`config.mk`:
```
export PLATFORM = sky130hd
export DESIGN_NAME = cmd_cell
export DESIGN_NICKNAME = d
export VERILOG_FILES = /design/src/hdl/cmd_pkg.sv /design/src/hdl/cmd_cell.sv
export SDC_FILE = /design/constraint.sdc
export NUM_CORES = 1
export LEC_CHECK = 0
export ABC_CLOCK_PERIOD_IN_PS = 12850
export BUFFER_PORTS_ARGS = -buffer_cell sky130_fd_sc_hd__buf_4
export CAP_MARGIN = 5
export CORE_AREA = 2 2 262 264
export CTS_CLUSTER_DIAMETER = 200
export DETAILED_ROUTE_END_ITERATION = 6
export DIE_AREA = 0 0 264 266
export GPL_TIMING_DRIVEN = 0
export HOLD_SLACK_MARGIN = 0.06
export SLEW_MARGIN = 20
export SYNTH_ARGS = -nofsm -noshare
export SYNTH_HDL_FRONTEND = slang
export SYNTH_SLANG_ARGS = --single-unit
```
`constraint.sdc`:
```
create_clock -name clock -period 12.85 [get_ports clock]
set_input_delay 3.855 -clock clock [delete_from_list [all_inputs] [get_ports clock]]
set_output_delay 3.855 -clock clock [all_outputs]
set_load 0.01 [all_outputs]
```
`src/hdl/cmd_pkg.sv`:
```
package cmd_pkg;
   localparam int COMPONENT_WIDTH = 32;
   localparam int FRACTION_BITS   = 16;

   localparam int W   = COMPONENT_WIDTH;
   localparam int F   = FRACTION_BITS;
   localparam int PW  = 2 * W;
   localparam int SW  = PW + 1;
   localparam int NW  = SW + F;
   localparam int DSW = SW + W;
   localparam int QW  = W + 1;

   localparam logic OP_MUL = 1'b0;
   localparam logic OP_DIV = 1'b1;

   typedef struct packed {
      logic           dz;
      logic           last;
      logic           neg_re;
      logic           neg_im;
      logic [NW-1:0]  r_re;
      logic [NW-1:0]  r_im;
      logic [DSW-1:0] dsh;
      logic [QW-1:0]  q_re;
      logic [QW-1:0]  q_im;
   } cell_type;
endpackage

```
`src/hdl/cmd_cell.sv`:
```
module cmd_cell import cmd_pkg::*; (
   input  logic     clock,
   input  logic     reset,
   input  logic     in_valid,
   input  cell_type in_data,
   output logic     in_ready,
   output logic     out_valid,
   output cell_type out_data,
   input  logic     out_ready
);
   logic     v_ff;
   cell_type data_ff, data_in;
   logic     bit_re, bit_im;

   assign in_ready = !v_ff || out_ready;

   always_comb begin
      data_in = in_data;
      bit_re  = DSW'(in_data.r_re) >= in_data.dsh;
      bit_im  = DSW'(in_data.r_im) >= in_data.dsh;
      if (bit_re) data_in.r_re = NW'(DSW'(in_data.r_re) - in_data.dsh);
      if (bit_im) data_in.r_im = NW'(DSW'(in_data.r_im) - in_data.dsh);
      data_in.q_re = {in_data.q_re[QW-2:0], bit_re};
      data_in.q_im = {in_data.q_im[QW-2:0], bit_im};
      data_in.dsh  = in_data.dsh >> 1;
   end

   always_ff @(posedge clock) begin
      if (reset) begin
         v_ff <= 1'b0;
      end else if (in_ready) begin
         v_ff <= in_valid;
      end
      if (in_ready && in_valid) data_ff <= data_in;
   end

   assign out_valid = v_ff;
   assign out_data  = data_ff;
endmodule

```
After elaboration in Yosys (flattened, before gate mapping):

Index checks and enable logic that the tools add are counted.

* input port bits: 333
* output and inout port bits: 331
* register bits: 329
* word-level logic and storage cells: 19

* reduce and logical (&&, ||, !) cells: 3
* mux-type cells: 2
* order comparisons: 2
* $add $sub $neg: 2

Operators by type and width (count)
* 81-bit by 97-bit greater-or-equal comparator with 1-bit output: 2
* 81-bit two-way mux: 2
* 81-bit subtractor: 2
* 1-bit logical AND: 1
* 1-bit zero test: 1
* 1-bit logical OR: 1

Depth between registers and ports, before layout:

* word-level depth: 3
* mapped depth: 17
* depth with buffers taken out: 14

Worst setup path after synthesis:

Ideal clock, no wire load.

* path kind: input to register
* start point: input out_ready
* end point: register data_ff (netlist bit out_data[0]), enable pin
* stages: 2
* arrival time: 11.513 ns
* path slack: 0.603 ns
* path buffers: 0
* cell sequence: nand2b_1 and2_1

* word-level cells in the longest chain between the ends: 2

Ends and longest elaborated chain
* start, declared: line cmd_cell.sv:9 `input logic out_ready`
* 1-bit logical OR: line cmd_cell.sv:15 `assign in_ready = !v_ff || out_ready;`
* 1-bit logical AND: line cmd_cell.sv:34 `if (in_ready && in_valid) data_ff <= data_in;`
* end signal, assigned: line cmd_cell.sv:34
* end, declared: line cmd_cell.sv:12 `cell_type data_ff, data_in;`

Every way passes these cells.
A chain may end at the register's enable or synchronous reset.

==> reports/results.tsv <==
metric	value	unit
outcome	finished, final reports clean	
post-CTS clock slew at the launch and capture registers of the worst setup and hold paths	0.06	ns
total of flip-flops plus latches after synthesis	329	
Main synth FF type	edfxtp_1	
number of enable-type register cells in the synthesized netlist	328	
wire length of the first global-routing pass	128000	µm
max-cap violations	0	
Syn. warnings	0	
remaining number of nets flagged by the antenna check after routing	0	
area share of the largest cell type after synthesis	44.7	%
area overhead of the layout relative to synthesis	34.2	%
setup slack on the worst flop-to-flop path	10.93	ns
Min Hold Slack	0.526	ns
commonest non-fill, non-tap cell in the layout	buf_4	
FILL cells	6738	
setup violators final	0	
detailed-route wire length per cell	22.5	µm
fraction of synthesis flops using an asynchronous set or reset pin	0	%
standard cell area after detailed placement	0.0282	mm²
maximum resistive drop on vdd	89.6	µV
input/output buffers	660	
origin of the worst min-delay path	out_valid$_SDFFE_PP0N_	
count of distinct cell types in the synthesized netlist	80	
DIE AREA	0.0702	mm²
Total Neg Setup Slack	0	ns
chip width	264	µm
via count of the first global-routing pass	19900	
reg-to-reg critical path startpoint	out_valid$_SDFFE_PP0N_	
sequential-to-total area share from yosys stat	44.8	%
mean instance size in the synthesized netlist	9.52	µm²
Worst Setup SP	in_data[67]	
Layout Skew	0.0198	ns
Post-Synthesis Cell Area	0.0220	mm²
final total power	3280	µW
synthesized netlist net count	2809	
worst-path maximum fanout	10	
worst path arrival time	9.41	ns
share of final-layout standard cells stronger than drive strength 1	25.7	%
RSZ-0062 raised after global routing	false	
worst min path class	flip-flop to flip-flop	
count of boundary I/O pins	664	
HPWL reported at the end of detailed placement	73200	µm
placer congestion estimate	0.936	
CTS tree	done	
Static Leak	0.0128	µW
CTS buffer count	41	
core area	0.0677	mm²
largest cells by area after synthesis	edfxtp_1 45%, ha_1 9.2%, nand2_1 5.1%, a21oi_1 4.9%, o21ai_1 3.7%	
routed via count divided by cell count	5.27	
area of all placed cells without fillers	0.0296	mm²
remaining max-slew budget at the tightest pin	25.4	%
top library cells by usage in the layout, fill and taps aside	677 x buf_4, 328 x edfxtp_1, 302 x nand2_1	
via count	20700	
Max Fclk	110	MHz
Initial DRT Pass Iterations	6	
remaining global-route overflow	0	
Global Route Usage Sum	24.1	%
hold path depth	2	
detailed-route wire length	88500	µm
crit path kind	input port to flip-flop	
end point of the most critical hold path	out_valid$_SDFFE_PP0N_	
synthesized instance count	2312	
startpoint type of the worst setup path	input port	
initial antenna violation count	9	
Setup Buffers After CTS	0	
quantity of hold-fixing buffers added after cts	0	
Cell Rows	96	
deepest level of the CTS H-tree	2	
number of gates resized after CTS	0	
DRC violations left	0	
number of cells on the worst reg-to-reg path	4	
Data required, critical path	13.16	ns
power per unit of standard cell area	111	mW/mm²
biggest area consumer among synthesized cells	edfxtp_1	
number of DRC markers in iteration 0	1807	
Slew @ Worst Pin	1.11	ns
maximum count of clock buffers along a single path	3	
R2R Path End	out_data[150]$_DFFE_PP_	
Initial Utilization	32.5	%
final hold violations	0	
number of pins exceeding their max-slew limit in the final report	0	
Clk Latency, worst-skew pair	0.57	ns
pin count of the biggest net entering global routing	58	
number of nets in the layout	3518	
shortest period the worst path allows	9.10	ns
Die Ht	266	µm
final cycle utilization of the critical path	70.8	%
library cell used as clock root buffer	clkbuf_16	
endpoint kind of the worst setup timing path	flip-flop	
Num Clock Sinks	329	
## area by class of cell
type | instances | area, µm² | share of cell area [%]
plain buffers | 110 | 512 | 1.73
multi-input cells | 1745 | 11200 | 37.8
well taps | 882 | 1100 | 3.73
inverters | 128 | 480 | 1.63
diodes | 4 | 10.0 | 0.0339
clock buffers | 50 | 1080 | 3.66
clock inverters | 25 | 221 | 0.749
flip-flops and latches | 329 | 9870 | 33.4
repair buffers | 666 | 5120 | 17.3
## cells in the mapped netlist (11+ instances only)
master and instances:
a211oi_1 14, a21o_1 78, a21oi_1 216, a221oi_1 11, a31oi_1 15, and2_1 19, and3_1 14, buf_2 16
buf_4 17, clkbuf_1 72, edfxtp_1 328, ha_1 162, inv_1 126, nand2_1 302, nand2b_1 23, nand3_1 34
nand4_1 60, nor2_1 106, nor2b_1 19, nor3_1 33, nor4_1 12, o21a_1 15, o21ai_0 114, o21ai_1 161
o21bai_1 41, o31ai_1 13, or3_1 16, xnor2_1 86, xor2_1 60
## per-stage QoR
stage               std cells  utilization [%]  setup WS [ns]
finish                   3939             43.6           3.75
global route             3938             43.6           3.53
CTS                      3935             43.6           3.77
detailed placement       3860             41.7           3.16
global placement         3854             41.4          -3.32
floorplan                2312                -          0.603
## routing by layer
| metal | vias up | global-route usage (%) | wire, µm |
|---|---|---|---|
| met5 | - | 0 | 23 |
| met4 | 4 | 7.08 | 2430 |
| met3 | 116 | 5.34 | 6720 |
| met2 | 802 | 41.1 | 42500 |
| met1 | 9852 | 30.5 | 36900 |
| li1 | 9968 | - | - |
## critical path, cell delays in order
cell and delay, ns:
buf_4 0.16, inv_1 0.10, ha_1 0.31, nor2b_1 0.14, o31ai_1 0.62, a211oi_1 0.25
o211ai_1 0.59, nand2_1 0.26, a21oi_1 0.54, nand4_1 0.36, a31o_1 0.31, a31oi_1 0.44
buf_2 0.54, buf_2 0.51, mux2_1 0.38
## cell families after synthesis
family	after synthesis	share of synthesized area, %
DFF	329	44.8
buffers and inverters	238	4.51
xor gates and xnor gates	146	5.81
adders and majority gates	164	9.39
muxes	10	0.506
AOI/OAI and AO/OA	755	20.7
other	1	0.0170
and+or+nand+nor	669	14.2
## sequential cells by signal (all words and copies together) (netlist names)
register and count:
out_data 328, out_valid 1
## power by group
group / switching, µW / internal [µW] / leakage, µW
registers: 17.4 / 1260 / 0.00318
logic: 508 / 359 / 0.00905
clock network: 490 / 647 / 0.000616
## worst max-delay path by stage
stage	cells after the start	slack, ns	to
2_1_floorplan	2	0.60	out_data[0]$_DFFE_PP_
3_3_place_gp	3	-3.32	out_data[147]$_DFFE_PP_
3_5_place_dp	15	3.16	out_data[182]$_DFFE_PP_
4_1_cts	15	3.77	out_data[182]$_DFFE_PP_
5_1_grt	15	3.53	out_data[182]$_DFFE_PP_
6_report	15	3.75	out_data[219]$_DFFE_PP_
Power figures use the tool's default switching activity.
